**config.mk**
```make
export PLATFORM = sky130hd
export DESIGN_NAME = crc_stuffed_frame_encoder_core
export DESIGN_NICKNAME = d
export VERILOG_FILES = /design/src/hdl/crcsf_pkg.sv /design/src/hdl/crcsf_fifo.sv /design/src/hdl/crcsf_front.sv /design/src/hdl/crcsf_back.sv /design/src/hdl/crc_stuffed_frame_encoder_core.sv
export SDC_FILE = /design/constraint.sdc
export NUM_CORES = 1
export LEC_CHECK = 0
export BUFFER_PORTS_ARGS = -buffer_cell sky130_fd_sc_hd__buf_4
export CORE_MARGIN = 2
export CORE_UTILIZATION = 59
export DETAILED_ROUTE_END_ITERATION = 10
export PLACE_DENSITY = 0.75
export RECOVER_POWER = 100
export SLEW_MARGIN = 10
export SYNTH_ARGS = -nofsm -noshare
export SYNTH_HDL_FRONTEND = slang
export SYNTH_HIERARCHICAL = 1
export SYNTH_SLANG_ARGS = --single-unit
```
**constraint.sdc**
```tcl
create_clock -name clk -period 4.55 [get_ports clk]
set_input_delay 0.91 -clock clk [delete_from_list [all_inputs] [get_ports clk]]
set_output_delay 0.91 -clock clk [all_outputs]
set_load 0.01 [all_outputs]
```
**src/hdl/crcsf_pkg.sv**
```systemverilog
// crcsf_pkg: shared types, constants and functions of the crc stuffed frame encoder
// no dependencies; used by every module under hdl except crcsf_fifo
`default_nettype none

package crcsf_pkg;

  // crc-16/ccitt, msb first, no reflection, no final xor
  localparam logic [15:0] CRC_INIT = 16'hFFFF;
  localparam logic [15:0] CRC_POLY = 16'h1021;

  // framing and stuffing bytes
  localparam logic [7:0] LINE_END      = 8'h0A;
  localparam logic [7:0] STUFF_ESC     = 8'h1B;
  localparam logic [7:0] STUFF_FOR_LF  = 8'h01;
  localparam logic [7:0] STUFF_FOR_ESC = 8'h02;

  // reset value of the frame marker register
  localparam logic [7:0] MARKER_RESET = 8'h02;

  // one accepted body byte, classified by the front end
  typedef struct packed {
    logic        mark;     // frame opens here, send marker first
    logic [7:0]  marker;
    logic [7:0]  body;
    logic        last;     // body closes here, crc and terminator follow
    logic [15:0] crc;      // crc including this body byte
  } cmd_t;

  // fold one byte into the running crc
  function automatic logic [15:0] crc_add_byte(input logic [15:0] crc, input logic [7:0] b);
    logic [15:0] c;
    c = crc ^ {b, 8'h00};
    for (int k = 0; k < 8; k++) begin
      if (c[15]) begin
        c = {c[14:0], 1'b0} ^ CRC_POLY;
      end else begin
        c = {c[14:0], 1'b0};
      end
    end
    return c;
  endfunction

  // byte goes out as an escape pair
  function automatic logic needs_stuff(input logic [7:0] b);
    return (b == LINE_END) || (b == STUFF_ESC);
  endfunction

  // second byte of an escape pair
  function automatic logic [7:0] stuff_code(input logic [7:0] b);
    return (b == LINE_END) ? STUFF_FOR_LF : STUFF_FOR_ESC;
  endfunction

endpackage

`default_nettype wire

```
**src/hdl/crcsf_fifo.sv**
```systemverilog
// crcsf_fifo: small register queue between the front end and the back end
// no package dependency; width and depth come from parameters
`default_nettype none

module crcsf_fifo #(
  parameter int WIDTH = 8,
  parameter int DEPTH = 4
) (
  input  wire logic             clk,
  input  wire logic             rst,
  input  wire logic             wr_en,
  input  wire logic [WIDTH-1:0] wr_data,
  output logic                  full,
  input  wire logic             rd_en,
  output logic [WIDTH-1:0]      rd_data,
  output logic                  empty
);

  localparam int PW = $clog2(DEPTH);
  localparam int CW = $clog2(DEPTH + 1);

  logic [WIDTH-1:0] slots [DEPTH];
  logic [PW-1:0]    wr_ptr;
  logic [PW-1:0]    rd_ptr;
  logic [CW-1:0]    count;
  logic             do_wr;
  logic             do_rd;

  assign full    = (count == CW'(DEPTH));
  assign empty   = (count == '0);
  assign do_wr   = wr_en && !full;
  assign do_rd   = rd_en && !empty;
  assign rd_data = slots[rd_ptr];

  // storage write
  always_ff @(posedge clk) begin
    if (do_wr) begin
      slots[wr_ptr] <= wr_data;
    end
  end

  // pointers and fill count
  always_ff @(posedge clk) begin
    if (rst) begin
      wr_ptr <= '0;
      rd_ptr <= '0;
      count  <= '0;
    end else begin
      if (do_wr) begin
        wr_ptr <= (wr_ptr == PW'(DEPTH - 1)) ? '0 : wr_ptr + 1'b1;
      end
      if (do_rd) begin
        rd_ptr <= (rd_ptr == PW'(DEPTH - 1)) ? '0 : rd_ptr + 1'b1;
      end
      if (do_wr && !do_rd) begin
        count <= count + 1'b1;
      end else if (do_rd && !do_wr) begin
        count <= count - 1'b1;
      end
    end
  end

endmodule

`default_nettype wire

```
**src/hdl/crcsf_front.sv**
```systemverilog
// crcsf_front: accepts body bytes, updates the crc and frame state, forms the queue requests
// depends on crcsf_pkg
`default_nettype none

module crcsf_front (
  input  wire logic              clk,
  input  wire logic              rst,
  input  wire logic              cfg_we,
  input  wire logic [7:0]        cfg_wdata,
  input  wire logic              accept,
  input  wire logic [7:0]        body_byte,
  input  wire logic              body_last,
  output crcsf_pkg::cmd_t        cmd
);

  logic [7:0]  frame_marker;
  logic        inside_frame;
  logic [15:0] running_crc;
  logic [15:0] crc_next;

  assign crc_next = crcsf_pkg::crc_add_byte(running_crc, body_byte);

  // request handed to the queue
  always_comb begin
    cmd.mark   = !inside_frame;
    cmd.marker = frame_marker;
    cmd.body   = body_byte;
    cmd.last   = body_last;
    cmd.crc    = crc_next;
  end

  // marker register and frame state
  always_ff @(posedge clk) begin
    if (rst) begin
      frame_marker <= crcsf_pkg::MARKER_RESET;
      inside_frame <= 1'b0;
      running_crc  <= crcsf_pkg::CRC_INIT;
    end else begin
      if (cfg_we) begin
        frame_marker <= cfg_wdata;
      end
      if (accept) begin
        inside_frame <= !body_last;
        running_crc  <= body_last ? crcsf_pkg::CRC_INIT : crc_next;
      end
    end
  end

endmodule

`default_nettype wire

```
**src/hdl/crcsf_back.sv**
```systemverilog
// crcsf_back: expands queued requests into stuffed wire bytes, one per cycle while the receiver pops
// depends on crcsf_pkg
`default_nettype none

module crcsf_back (
  input  wire logic              clk,
  input  wire logic              rst,
  input  wire logic              q_empty,
  input  wire crcsf_pkg::cmd_t   q_data,
  output logic                   q_pop,
  input  wire logic              pop,
  output logic                   empty,
  output logic [7:0]             wire_byte,
  output logic                   run_end,
  output logic                   frame_end
);

  typedef enum logic [2:0] {
    PH_MARK,
    PH_BODY,
    PH_CRCL,
    PH_CRCH,
    PH_TERM
  } phase_t;

  crcsf_pkg::cmd_t cmd;
  logic            cmd_valid;
  phase_t          phase;
  logic            second;
  logic            out_valid;

  phase_t          phase_next;
  logic            second_next;
  logic [7:0]      src;
  logic [7:0]      byte_next;
  logic            done;
  logic            fend;
  logic            emit;
  logic            load;

  // choose the source byte of this phase
  always_comb begin
    case (phase)
      PH_MARK: src = cmd.marker;
      PH_BODY: src = cmd.body;
      PH_CRCL: src = cmd.crc[7:0];
      PH_CRCH: src = cmd.crc[15:8];
      PH_TERM: src = crcsf_pkg::LINE_END;
      default: src = crcsf_pkg::LINE_END;
    endcase
  end

  // next wire byte and sequencing
  always_comb begin
    phase_next  = phase;
    second_next = 1'b0;
    done        = 1'b0;
    fend        = 1'b0;
    byte_next   = src;
    case (phase)
      PH_MARK: begin
        phase_next = PH_BODY;
      end
      PH_BODY, PH_CRCL, PH_CRCH: begin
        if (crcsf_pkg::needs_stuff(src) && !second) begin
          byte_next   = crcsf_pkg::STUFF_ESC;
          second_next = 1'b1;
        end else begin
          byte_next = second ? crcsf_pkg::stuff_code(src) : src;
          case (phase)
            PH_BODY: begin
              if (cmd.last) begin
                phase_next = PH_CRCL;
              end else begin
                done = 1'b1;
              end
            end
            PH_CRCL: phase_next = PH_CRCH;
            default: phase_next = PH_TERM;
          endcase
        end
      end
      PH_TERM: begin
        fend = 1'b1;
        done = 1'b1;
      end
      default: begin
        done = 1'b1;
      end
    endcase
  end

  // emit when the output register is free or being drained
  assign emit  = cmd_valid && (!out_valid || pop);
  assign load  = !q_empty && (!cmd_valid || (emit && done));
  assign q_pop = load;
  assign empty = !out_valid;

  // sequencer state and output register
  always_ff @(posedge clk) begin
    if (rst) begin
      cmd_valid <= 1'b0;
      out_valid <= 1'b0;
      phase     <= PH_MARK;
      second    <= 1'b0;
    end else begin
      // output register
      if (emit) begin
        out_valid <= 1'b1;
        wire_byte <= byte_next;
        run_end   <= done;
        frame_end <= fend;
      end else if (pop && out_valid) begin
        out_valid <= 1'b0;
      end
      // current request and its phase
      if (load) begin
        cmd       <= q_data;
        cmd_valid <= 1'b1;
        phase     <= q_data.mark ? PH_MARK : PH_BODY;
        second    <= 1'b0;
      end else if (emit) begin
        phase  <= phase_next;
        second <= second_next;
        if (done) begin
          cmd_valid <= 1'b0;
        end
      end
    end
  end

endmodule

`default_nettype wire

```
**src/hdl/crc_stuffed_frame_encoder_core.sv**
```systemverilog
// Byte-stuffing frame encoder with CRC-16/CCITT trailer.
// Input queue side: body_byte and body_last are taken at an edge with push high and
// full low. Output queue side: wire_byte, run_end and frame_end show the oldest byte
// while empty is low; it is taken at an edge with pop high and empty low.
// Each frame goes out as marker, stuffed body, stuffed crc (low byte first) and a 0x0A
// terminator; run_end closes the bytes caused by one input byte, frame_end flags the
// terminator. cfg_we/cfg_wdata write the frame marker, picked up at the next frame start.
// With the back end idle, the first wire byte of an input byte passes the queue slot,
// the sequencer's request register and the output register before it shows on the ports.
// Throughput: the back-end sequencer sends one wire byte per cycle while the receiver
// pops, so an input byte yields 1 to 8 wire bytes (1 plain, 2 stuffed, up to 8 on a
// one-byte frame). The front end takes one input byte per cycle until the QUEUE_DEPTH
// request queue fills. When the receiver stalls, the output register holds, the
// sequencer waits, the queue fills and full rises. Reset empties the queue and output,
// sets the marker to 0x02, the crc to 0xFFFF and starts outside a frame.
// Depends on crcsf_pkg, crcsf_front, crcsf_fifo, crcsf_back.
`default_nettype none

module crc_stuffed_frame_encoder_core #(
  parameter int QUEUE_DEPTH = 4
) (
  input  wire logic       clk,
  input  wire logic       rst,
  input  wire logic       cfg_we,
  input  wire logic [7:0] cfg_wdata,
  input  wire logic       push,
  output logic            full,
  input  wire logic [7:0] body_byte,
  input  wire logic       body_last,
  input  wire logic       pop,
  output logic            empty,
  output logic [7:0]      wire_byte,
  output logic            run_end,
  output logic            frame_end
);

  localparam int CMD_W = $bits(crcsf_pkg::cmd_t);

  crcsf_pkg::cmd_t front_cmd;
  crcsf_pkg::cmd_t q_data;
  logic            accept;
  logic            q_empty;
  logic            q_pop;

  assign accept = push && !full;

  // classification and crc
  crcsf_front u_front (
    .clk       (clk),
    .rst       (rst),
    .cfg_we    (cfg_we),
    .cfg_wdata (cfg_wdata),
    .accept    (accept),
    .body_byte (body_byte),
    .body_last (body_last),
    .cmd       (front_cmd)
  );

  // request queue
  crcsf_fifo #(
    .WIDTH (CMD_W),
    .DEPTH (QUEUE_DEPTH)
  ) u_fifo (
    .clk     (clk),
    .rst     (rst),
    .wr_en   (accept),
    .wr_data (front_cmd),
    .full    (full),
    .rd_en   (q_pop),
    .rd_data (q_data),
    .empty   (q_empty)
  );

  // wire byte sequencer
  crcsf_back u_back (
    .clk       (clk),
    .rst       (rst),
    .q_empty   (q_empty),
    .q_data    (q_data),
    .q_pop     (q_pop),
    .pop       (pop),
    .empty     (empty),
    .wire_byte (wire_byte),
    .run_end   (run_end),
    .frame_end (frame_end)
  );

endmodule

`default_nettype wire

```
== After elaboration in Yosys (flattened, before gate mapping) ==
Memories as Yosys holds them, arrays and structs flattened. A register that Yosys moved wholly into a read port is not among the register bits.
Cells that the tools add are included.

* Flip-flop bits (word level): 81
* Bits in latches: 0
* Memory bits (writable): 136
* ROM bits: 0
* Bits of input ports: 22
* Output and inout bits: 12
* Logic and storage cells: 119
* Memories: 1

{| class="wikitable"
|+ Memory list
! name !! depth !! bits a word !! rd ports !! clocked after Yosys merged registers in !! wr ports !! RTL line !! source
|-
| u_fifo.slots || 4 || 34 || 1 || 1 || 1 || crcsf_fifo.sv:22 || <nowiki>logic [WIDTH-1:0] slots [DEPTH];</nowiki>
|}

* Add/sub/neg operators: 4
* $mul: 0
* Div/mod/pow operators: 0
* Magnitude comparators: 0
* Equality and inequality tests: 11
* Shift operators: 0
* Muxes and demuxes: 41
* Bitwise gates (word level): 10
* Reduce and logical (&&, ||, !) cells: 35

{| class="wikitable"
|+ Operators by type and width
! cell !! count
|-
| $mux W13 || 8
|-
| $pmux W8 S4 || 1
|-
| $mux W8 || 3
|-
| $not A3 Y3 || 8
|-
| $mux W3 || 6
|-
| $mux W16 || 1
|-
| $xor A16 B16 Y16 || 1
|-
| $mux W1 || 14
|-
| $pmux W3 S2 || 2
|-
| $logic_and A1 B1 Y1 || 10
|-
| $mux W2 || 5
|-
| $logic_not A1 Y1 || 9
|-
| $eq A8 B4 Y1 const B || 1
|-
| $eq A8 B5 Y1 const B || 1
|-
| $reduce_bool A2 Y1 || 4
|-
| $eq A3 B2 Y1 const B || 2
|-
| $eq A3 B3 Y1 const B || 2
|-
| $logic_not A3 Y1 || 2
|-
| $reduce_and A2 Y1 || 3
|-
| $add A2 B1 Y2 const B || 2
|-
| $eq A2 B2 Y1 const B || 2
|-
| $ne A4 B3 Y1 const B || 1
|-
| $reduce_and A4 Y1 || 1
|-
| $add A3 B1 Y3 const B || 1
|-
| other kinds (9) || 11
|}

== Longest topological paths before layout ==
Gate-level depths: netlist of the first run.

* Depth after elaboration: 18
* Gate-level depth with buffers: 14
* Depth with buffers taken out: 12

== Modules after synthesis ==
The synthesis of the first run kept the hierarchy.

{| class="wikitable"
|+ By module, submodules not included
! module !! instances !! cells each !! area each (um^2) !! seq. area each (um^2)
|-
| crcsf_fifo || 1 || 228 || 5397.7 || 4264.1
|-
| crcsf_back || 1 || 165 || 2255.9 || 1411.4
|-
| crcsf_front || 1 || 111 || 1187.4 || 500.5
|-
| crc_stuffed_frame_encoder_core || 1 || 1 || 13.8 || 0.0
|}

== Worst setup path after synthesis of the first run ==
OpenSTA, ideal clock, no wires.

* Kind: reg2reg
* From: reg u_back.phase[0]
* To: reg u_back/cmd[0] in the netlist's numbering, enable pin
* Setup time: 427 ps
* Arrival time: 3056 ps
* Required time: 4123 ps
* Setup slack: 1067 ps
* Stages on the path, launching flop included: 7
* Buffers on the path: 1
* Clock period less this slack: 3483 ps
* Cell sequence: dfxtp_1 > buf_6 > mux2_2 > and3_1 > a221oi_4 > o31a_1 > nor2b_1

* Longest elaborated chain between the ends: 11
* Elaborated cells between the ends (all ways): 17
* Those cells by class: eq/ne (5); mux (4); reduce/logical (8)

{| class="wikitable"
|+ RTL lines
! what !! RTL line !! source
|-
| start, declared || crcsf_back.sv:28 || <nowiki>phase_t phase;</nowiki>
|-
| start signal, assigned || crcsf_back.sv:120 || <nowiki>phase <= q_data.mark ? PH_MARK : PH_BODY;</nowiki>
|-
| start signal, assigned || crcsf_back.sv:123 || <nowiki>phase <= phase_next;</nowiki>
|-
| $eq A3 B2 Y1 (tied with other cells) || crcsf_back.sv:43, crcsf_back.sv:60 ||
|-
| $pmux W8 S4 || crcsf_back.sv:43 || <nowiki>case (phase)</nowiki>
|-
| $eq A8 B4 Y1 or $eq A8 B5 Y1 (tied branches) || crcsf_pkg.sv:45 || <nowiki>return (b == LINE_END) || (b == STUFF_ESC);</nowiki>
|-
| $logic_or A1 B1 Y1 || crcsf_pkg.sv:45 ||
|-
| $logic_and A1 B1 Y1 || crcsf_back.sv:65 || <nowiki>if (crcsf_pkg::needs_stuff(src) && !second) begin</nowiki>
|-
| $mux W1 || crcsf_back.sv:65 ||
|-
| $pmux W1 S2 (*) || crcsf_back.sv:60 || <nowiki>case (phase)</nowiki>
|-
| $logic_and A1 B1 Y1 (*) || crcsf_back.sv:95 || <nowiki>assign load = !q_empty && (!cmd_valid || (emit && done));</nowiki>
|-
| $logic_or A1 B1 Y1 (*) || crcsf_back.sv:95 ||
|-
| $logic_and A1 B1 Y1 (*) || crcsf_back.sv:95 ||
|-
| net q_pop || crc_stuffed_frame_encoder_core.sv:43 || <nowiki>logic q_pop;</nowiki>
|-
| $reduce_and A2 Y1 (no source line) (*) || - ||
|-
| end signal, assigned || crcsf_back.sv:118 || <nowiki>cmd <= q_data;</nowiki>
|-
| end, declared || crcsf_back.sv:26 || <nowiki>crcsf_pkg::cmd_t cmd;</nowiki>
|}

Mark *: on every way through the listed nets, which the timed path passes. The rest lies on a longest branch.
A chain may end at the register's enable or synchronous reset.

== Worst setup path in the final report of the first run ==
* From: reg u_back.phase[0]
* To: reg u_fifo.count[2]

* Longest elaborated chain between the ends: 14
* Elaborated cells between the ends (all ways): 22
* Those cells by class: eq/ne (5); mux (5); reduce/logical (12)

{| class="wikitable"
|+ RTL lines
! what !! RTL line !! source
|-
| $eq A3 B2 Y1 (tied with other cells) || crcsf_back.sv:43, crcsf_back.sv:60 ||
|-
| $pmux W8 S4 || crcsf_back.sv:43 ||
|-
| $eq A8 B4 Y1 or $eq A8 B5 Y1 (tied branches) || crcsf_pkg.sv:45 ||
|-
| $logic_or A1 B1 Y1 || crcsf_pkg.sv:45 ||
|-
| $logic_and A1 B1 Y1 || crcsf_back.sv:65 ||
|-
| $mux W1 || crcsf_back.sv:65 ||
|-
| $pmux W1 S2 (*) || crcsf_back.sv:60 ||
|-
| $logic_and A1 B1 Y1 (*) || crcsf_back.sv:95 ||
|-
| $logic_or A1 B1 Y1 (*) || crcsf_back.sv:95 ||
|-
| $logic_and A1 B1 Y1 (*) || crcsf_back.sv:95 ||
|-
| net q_pop || crc_stuffed_frame_encoder_core.sv:43 ||
|-
| $logic_and A1 B1 Y1 (*) || crcsf_fifo.sv:32 || <nowiki>assign do_rd = rd_en && !empty;</nowiki>
|-
| $logic_not A1 Y1 || crcsf_fifo.sv:55 || <nowiki>if (do_wr && !do_rd) begin</nowiki>
|-
| $logic_and A1 B1 Y1 || crcsf_fifo.sv:55 ||
|-
| $mux W3 or $reduce_bool A2 Y1 (tied branches) || - ||
|-
| end signal, assigned || crcsf_fifo.sv:56 || <nowiki>count <= count + 1'b1;</nowiki>
|-
| end signal, assigned || crcsf_fifo.sv:58 || <nowiki>count <= count - 1'b1;</nowiki>
|-
| end, declared || crcsf_fifo.sv:25 || <nowiki>logic [CW-1:0] count;</nowiki>
|}

Marks and branches as above.

==> results of run 1 <==
==> synth_stat cells (all sizes together), types with 8 or more instances <==
master  instances  area (sq um)
edfxtp        179          5380
dfxtp          40           801
mux4           37           833
nor2           28           108
buf            23           164
nand2b         14          87.6
xnor2          14           168
clkbuf         13          48.8
mux2i          13           130
xor2           12           120
o22ai          11          68.8
nand2          10          40.0
o21ai          10          50.0
a21oi           9          45.0
inv             9          33.8
o32a            8          80.1
==> kinds of logic after synthesis <==
group           count (synthesis)  share of synthesized area
flops                         219                      0.697
compound gates                 61                     0.0536
buf+inv                        46                     0.0288
simple gates                   91                     0.0609
fa+ha+maj                       7                     0.0107
mux                            55                      0.116
xor+xnor                       26                     0.0325
==> registers in the layout (all words and copies together), names as in the netlist, named ones only <==
signal,cells
u_back/wire_byte,8
u_fifo/count,3
u_back/run_end,1
u_fifo/wr_ptr,2
u_back/cmd_valid,1
u_front/inside_frame,1
u_back/phase,3
u_back/out_valid,1
u_front/running_crc,16
u_fifo/slots,136
u_back/second,1
u_back/cmd,33
u_front/frame_marker,8
u_back/frame_end,1
u_fifo/rd_ptr,2
==> metal layers <==
layer	vias to the layer above	share of wire	global-route usage	routed length, um
met4	0	0.023	0.0672	349
met2	124	0.50	0.327	7690
met5	-	0	0	0
met1	2257	0.43	0.281	6680
li1	2029	-	-	-
met3	23	0.047	0.0304	728
==> cell type report <==
class	instances	area [sq um]
well taps	184	230
flip-flops and latches	219	6180
clock inverters	9	104
inverters	10	38.8
clock buffers	31	636
fillers	960	4900
multi-input cells	240	2310
repair buffers	38	193
==> worst max-delay path: cells and delay by family, from the launching register on <==
kind / cells / cell delay, ns
flops: 1 / 0.65
buf+inv: 2 / 0.37
fa+ha+maj: 2 / 0.65
compound gates: 4 / 0.88
xor+xnor: 1 / 0.18
simple gates: 4 / 1.17
==> through the flow <==
step / setup WS, ns / total power (W) / instances
2_1_floorplan: 1.07 / 0.00400 / 505
3_3_place_gp: 0.822 / 0.00433 / 691
3_5_place_dp: 0.678 / 0.00439 / 691
4_1_cts: 0.628 / 0.00620 / 731
5_1_grt: 0.195 / 0.00636 / 731
6_report: 0.541 / 0.00607 / 731
==> worst max path at each step <==
stage / from / endpoint / slack [ns] / cells past startpoint
final: u_back/phase[0] / u_fifo/count[2] / 0.54 / 13
after global routing: u_back/phase[1] / u_fifo/count[2] / 0.20 / 12
after CTS: u_back/phase[0] / u_fifo/count[2] / 0.63 / 13
after detailed placement: u_back/phase[0] / u_fifo/count[2] / 0.68 / 13
after global placement: u_back/phase[0] / u_fifo/count[2] / 0.82 / 13
after floorplan: u_back/phase[0] / u_back/cmd[0] / 1.07 / 6
==> power breakdown <==
part / switching [W] / internal, W
sequential: 0.000204 / 0.00271
combinational: 0.000765 / 0.000581
clock: 0.000712 / 0.00109
total: 0.00168 / 0.00439
==> out/qor.yml, run 1 <==
outcome: "finished, violations left"
violations: "max-capacitance violations, max-slew violations"
ys_seq_area_frac: 0.697
drc: 0
antenna_found_initial: 0
grt_usage: 0.200
synth_warnings: 6
r2r_slack_ns: 0.54
post-route-cell-area_sq_mm: 0.00969
post-route-util: 0.664
hold_depth: 2
layout-drive-gt1-share: 0.185
synth_flop_cell: "edfxtp_1"
clock_latency_ns: 0.49
cp-start-kind: "flip-flop"
die_area_sq_mm: 0.0160
slowest_stage: "dfxtp_1"
tritoncts: "done"
cts_inserted_buffers: 22
layout_min_cycle_time_ns: 4.01
detail-route-antenna-nets: 0
leakage_nw: 3.14
reg2reg_to: "u_fifo/count[2]"
end_kind: "flip-flop"
start_util: 0.607
cpPeakStageDelay_ns: 0.65
post-cts-setup-buffer-count: 0
vias: 4433
ys_types: 68
r2r-start: "u_back/phase[0]"
final_nets: 560
diodes: 0
path_cells: "buf_4 -> nor3b_1 -> o32ai_1 -> nor4_4 -> nand2_1 -> o31a_1 -> o31ai_1 -> ha_1 -> inv_1 -> fa_1 -> xor2_1 -> or3_2 -> a21oi_1"
fp.dieH_um: 127
grt_max_degree: 45
drt_first_pass_iters: 5
crit_type: "reg2reg"
wire_per_inst_um: 21.1
synth_seq_cells: 219
rows: 44
grt_pass1_wl_um: 24600
clockBufferDepth: 3
most-common-layout-cells: "edfxtp_1, dfxtp_1, mux4_2"
p_per_area_mw_per_mm2: 626
cp.arrival_ns: 4.40
fmax_mhz: 249
fin_crit_sh: 0.881
worstMarginPinSlew_ns: 1.98
rsz0062_at_grt: "no"
hold_viol_final: 0
relSlewSlack: -0.320
pin_count: 34
r2r_cells: 13
required_ns: 4.94
viasPerCell: 6.06
synth_nets: 534
final_common_cell: "edfxtp_1"
cts_hold_buf: 0
routed_wl_um: 15400
path_max_fanout: 18
hold_end: "u_front/inside_frame"
vdd_ir_drop_max_v: 0.000337
cts_resized: 0
overflow: 0
syn_to_final_growth_pct: 9.38
grt_pass1_vias: 4569
place_congestion: 0.855
netlist_instances: 505
min_from: "u_front/inside_frame"
min_path_type: "reg2reg"
slew_violations: 45
placed_cell_area_sq_mm: 0.00916
fp.dieW_um: 127
cts.clk_slew.worst_paths_ns: 0.06
setup_viol: 0
io_buffer_count: 33
h-tree-depth: 1
clockRootBuffer: "clkbuf_16"
drt_iter0_drc: 430
floorplan.core_area_sq_mm: 0.0146
async_reset_ff_frac: 0
avgSynthCellArea_sq_um: 17.5
setup_tns_ns: 0
dp_hpwl_um: 9440
drv_cap: 1
synth_edf_count: 179
synth_area_sq_mm: 0.00885
finClkSkew_ns: 0.00721
cts_sinks: 219
holdWs_ns: 0.487
Note: power is estimated with default switching activity, not from simulation.
==> run 2, diff against run 1 <==
PLACE_DENSITY = 0.82   (was 0.75)
==> run 2 against run 1 <==
The flow still finishes with violations (max-capacitance violations, max-slew violations). Largest power group unchanged. Critical path depth decreased by 1. Die area unchanged. Cell area decreased by 0.48%. Largest cell class unchanged.
==> out/qor.yml, run 2 (same netlist as run 1, synthesis figures left out) <==
fin_crit_sh: 0.863  # was 0.881
p_per_area_mw_per_mm2: 620  # was 626 mW/mm^2
clock_latency_ns: 0.49  # about the same
syn_to_final_growth_pct: 8.86  # was 9.38%
rsz0062_at_grt: "no"  # unchanged
start_util: 0.607  # unchanged
setup_viol: 0  # unchanged
place_ws_ns: 0.770  # was 0.678 ns
min_path_type: "reg2reg"  # unchanged
fin_cells: 732  # was 731
vdd_ir_drop_max_v: 0.000439  # was 0.000337 V
floorplan.core_area_sq_mm: 0.0146  # unchanged
clockBufferDepth: 3  # unchanged
outcome: "finished, violations left"  # unchanged
drt_iter0_drc: 572  # was 430
hold_viol_final: 0  # unchanged
cts_hold_buf: 0  # unchanged
r2r_cells: 12  # was 13
r2r_slack_ns: 0.62  # was 0.54 ns
cp.arrival_ns: 4.32  # was 4.40 ns
vias: 4492  # was 4433
critPathLaunch: "u_back/phase[0]"  # unchanged
wire_per_inst_um: 22.4  # was 21.1 um
die_area_sq_mm: 0.0160  # unchanged
cts_inserted_buffers: 22  # unchanged
place_inst: 691  # unchanged
drv_cap: 1  # unchanged
io_buffer_count: 33  # unchanged
hold_depth: 2  # unchanged
slew_violations: 45  # unchanged
detail-route-antenna-nets: 0  # unchanged
viasPerCell: 6.14  # was 6.06
drc: 0  # unchanged
grt_usage: 0.210  # was 0.200
end_kind: "flip-flop"  # unchanged
dp_hpwl_um: 9940  # was 9440 um
place_congestion: 0.848  # was 0.855
drt_first_pass_iters: 5  # unchanged
fp.dieW_um: 127  # unchanged
hold_end: "u_front/inside_frame"  # unchanged
min_from: "u_front/inside_frame"  # unchanged
pin_count: 34  # unchanged
final_common_cell: "edfxtp_1"  # unchanged
tritoncts: "done"  # unchanged
post-route-util: 0.661  # was 0.664
cts_sinks: 219  # unchanged
cp-start-kind: "flip-flop"  # unchanged
h-tree-depth: 1  # unchanged
grt_max_degree: 45  # unchanged
grt_pass1_wl_um: 25900  # was 24600 um
crit_type: "reg2reg"  # unchanged
worstMarginPinSlew_ns: 2.02  # was 1.98 ns
layout_min_cycle_time_ns: 3.93  # was 4.01 ns
r2r-start: "u_back/phase[0]"  # unchanged
relSlewSlack: -0.345  # was -0.320
setup_tns_ns: 0  # unchanged
regMostFlops: "u_fifo/slots"  # unchanged
violations: "max-capacitance violations, max-slew violations"  # unchanged
antenna_found_initial: 1  # was 0
final_nets: 560  # unchanged
cts.clk_slew.worst_paths_ns: 0.06  # about the same
fp.dieH_um: 127  # unchanged
layout-drive-gt1-share: 0.179  # was 0.185
fmax_mhz: 255  # was 249 MHz
routed_wl_um: 16400  # was 15400 um
reg_top3: "u_fifo/slots (136), u_back/cmd (33), u_front/running_crc (16)"  # unchanged
leakage_nw: 3.11  # was 3.14 nW
cts_resized: 0  # unchanged
reg2reg_to: "u_fifo/count[2]"  # unchanged
grt_pass1_vias: 4650  # was 4569
post-cts-setup-buffer-count: 0  # unchanged
clockRootBuffer: "clkbuf_16"  # unchanged
setup_ws_ns: 0.623  # was 0.541 ns
rows: 44  # unchanged
required_ns: 4.94  # about the same
most-common-layout-cells: "edfxtp_1, dfxtp_1, mux4_2"  # unchanged
finClkSkew_ns: 0.0120  # was 0.00721 ns
largest_register_ff_count: 136  # unchanged
path_max_fanout: 14  # was 18
overflow: 0  # unchanged
-- run 2: cell count changes in the layout (fill, tap and decap cells not counted), sizes merged --
cell,change
clkinv,-1
diode,+1
inv,-2
bufinv,-2
buf,+1
clkbuf,+4
-- run 2: area by class of cell --
cell class              count  area (sq um)
fillers                   963          4950
inverters                  10          38.8
diodes                      1          2.50
flip-flops and latches    219          6180
multi-input cells         240          2310
clock inverters             4          22.5
clock buffers              36           664
well taps                 184           230
repair buffers             38           196
-- run 2: worst max-delay path, cell delays in order (launching register included) --
cell	delay (ns)
dfxtp_1	0.72
mux2_4	0.36
a22o_1	0.27
nor4_4	0.25
nand2_1	0.19
o31a_1	0.42
o31ai_1	0.17
ha_1	0.29
inv_1	0.07
fa_1	0.37
xor2_1	0.17
or3_2	0.40
a21oi_1	0.14
-- run 2: through the flow --
stage | hold WS [ns] | area, sq um | total power [W]
2_1_floorplan | 0.450 | 8850 | 0.00400
3_3_place_gp | 0.459 | 9160 | 0.00432
3_5_place_dp | 0.465 | 9160 | 0.00441
4_1_cts | 0.476 | 9850 | 0.00611
5_1_grt | 0.513 | 9640 | 0.00625
6_report | 0.473 | 9640 | 0.00598
-- run 2: metal layers --
metal / global-route usage / share of wire
met5: 0 / 0
met4: 0.0705 / 0.029
met3: 0.0392 / 0.063
met2: 0.350 / 0.51
met1: 0.283 / 0.40
-- run 2: report_power, final --
group          switching [W]  leakage [nW]  internal, W
clock network       0.000691         0.335     0.000995
logic               0.000776         0.806     0.000581
registers           0.000220          1.97      0.00271
-- run 2: how the worst max path moves through the flow --
stage                      end  slack (ns)  cells past startpoint
6_report       u_fifo/count[2]        0.62                     12
5_1_grt        u_fifo/count[2]        0.32                     12
4_1_cts        u_fifo/count[2]        0.74                     12
3_5_place_dp   u_fifo/count[2]        0.77                     12
3_3_place_gp   u_fifo/count[2]        0.91                     12
2_1_floorplan    u_back/cmd[0]        1.07                      6
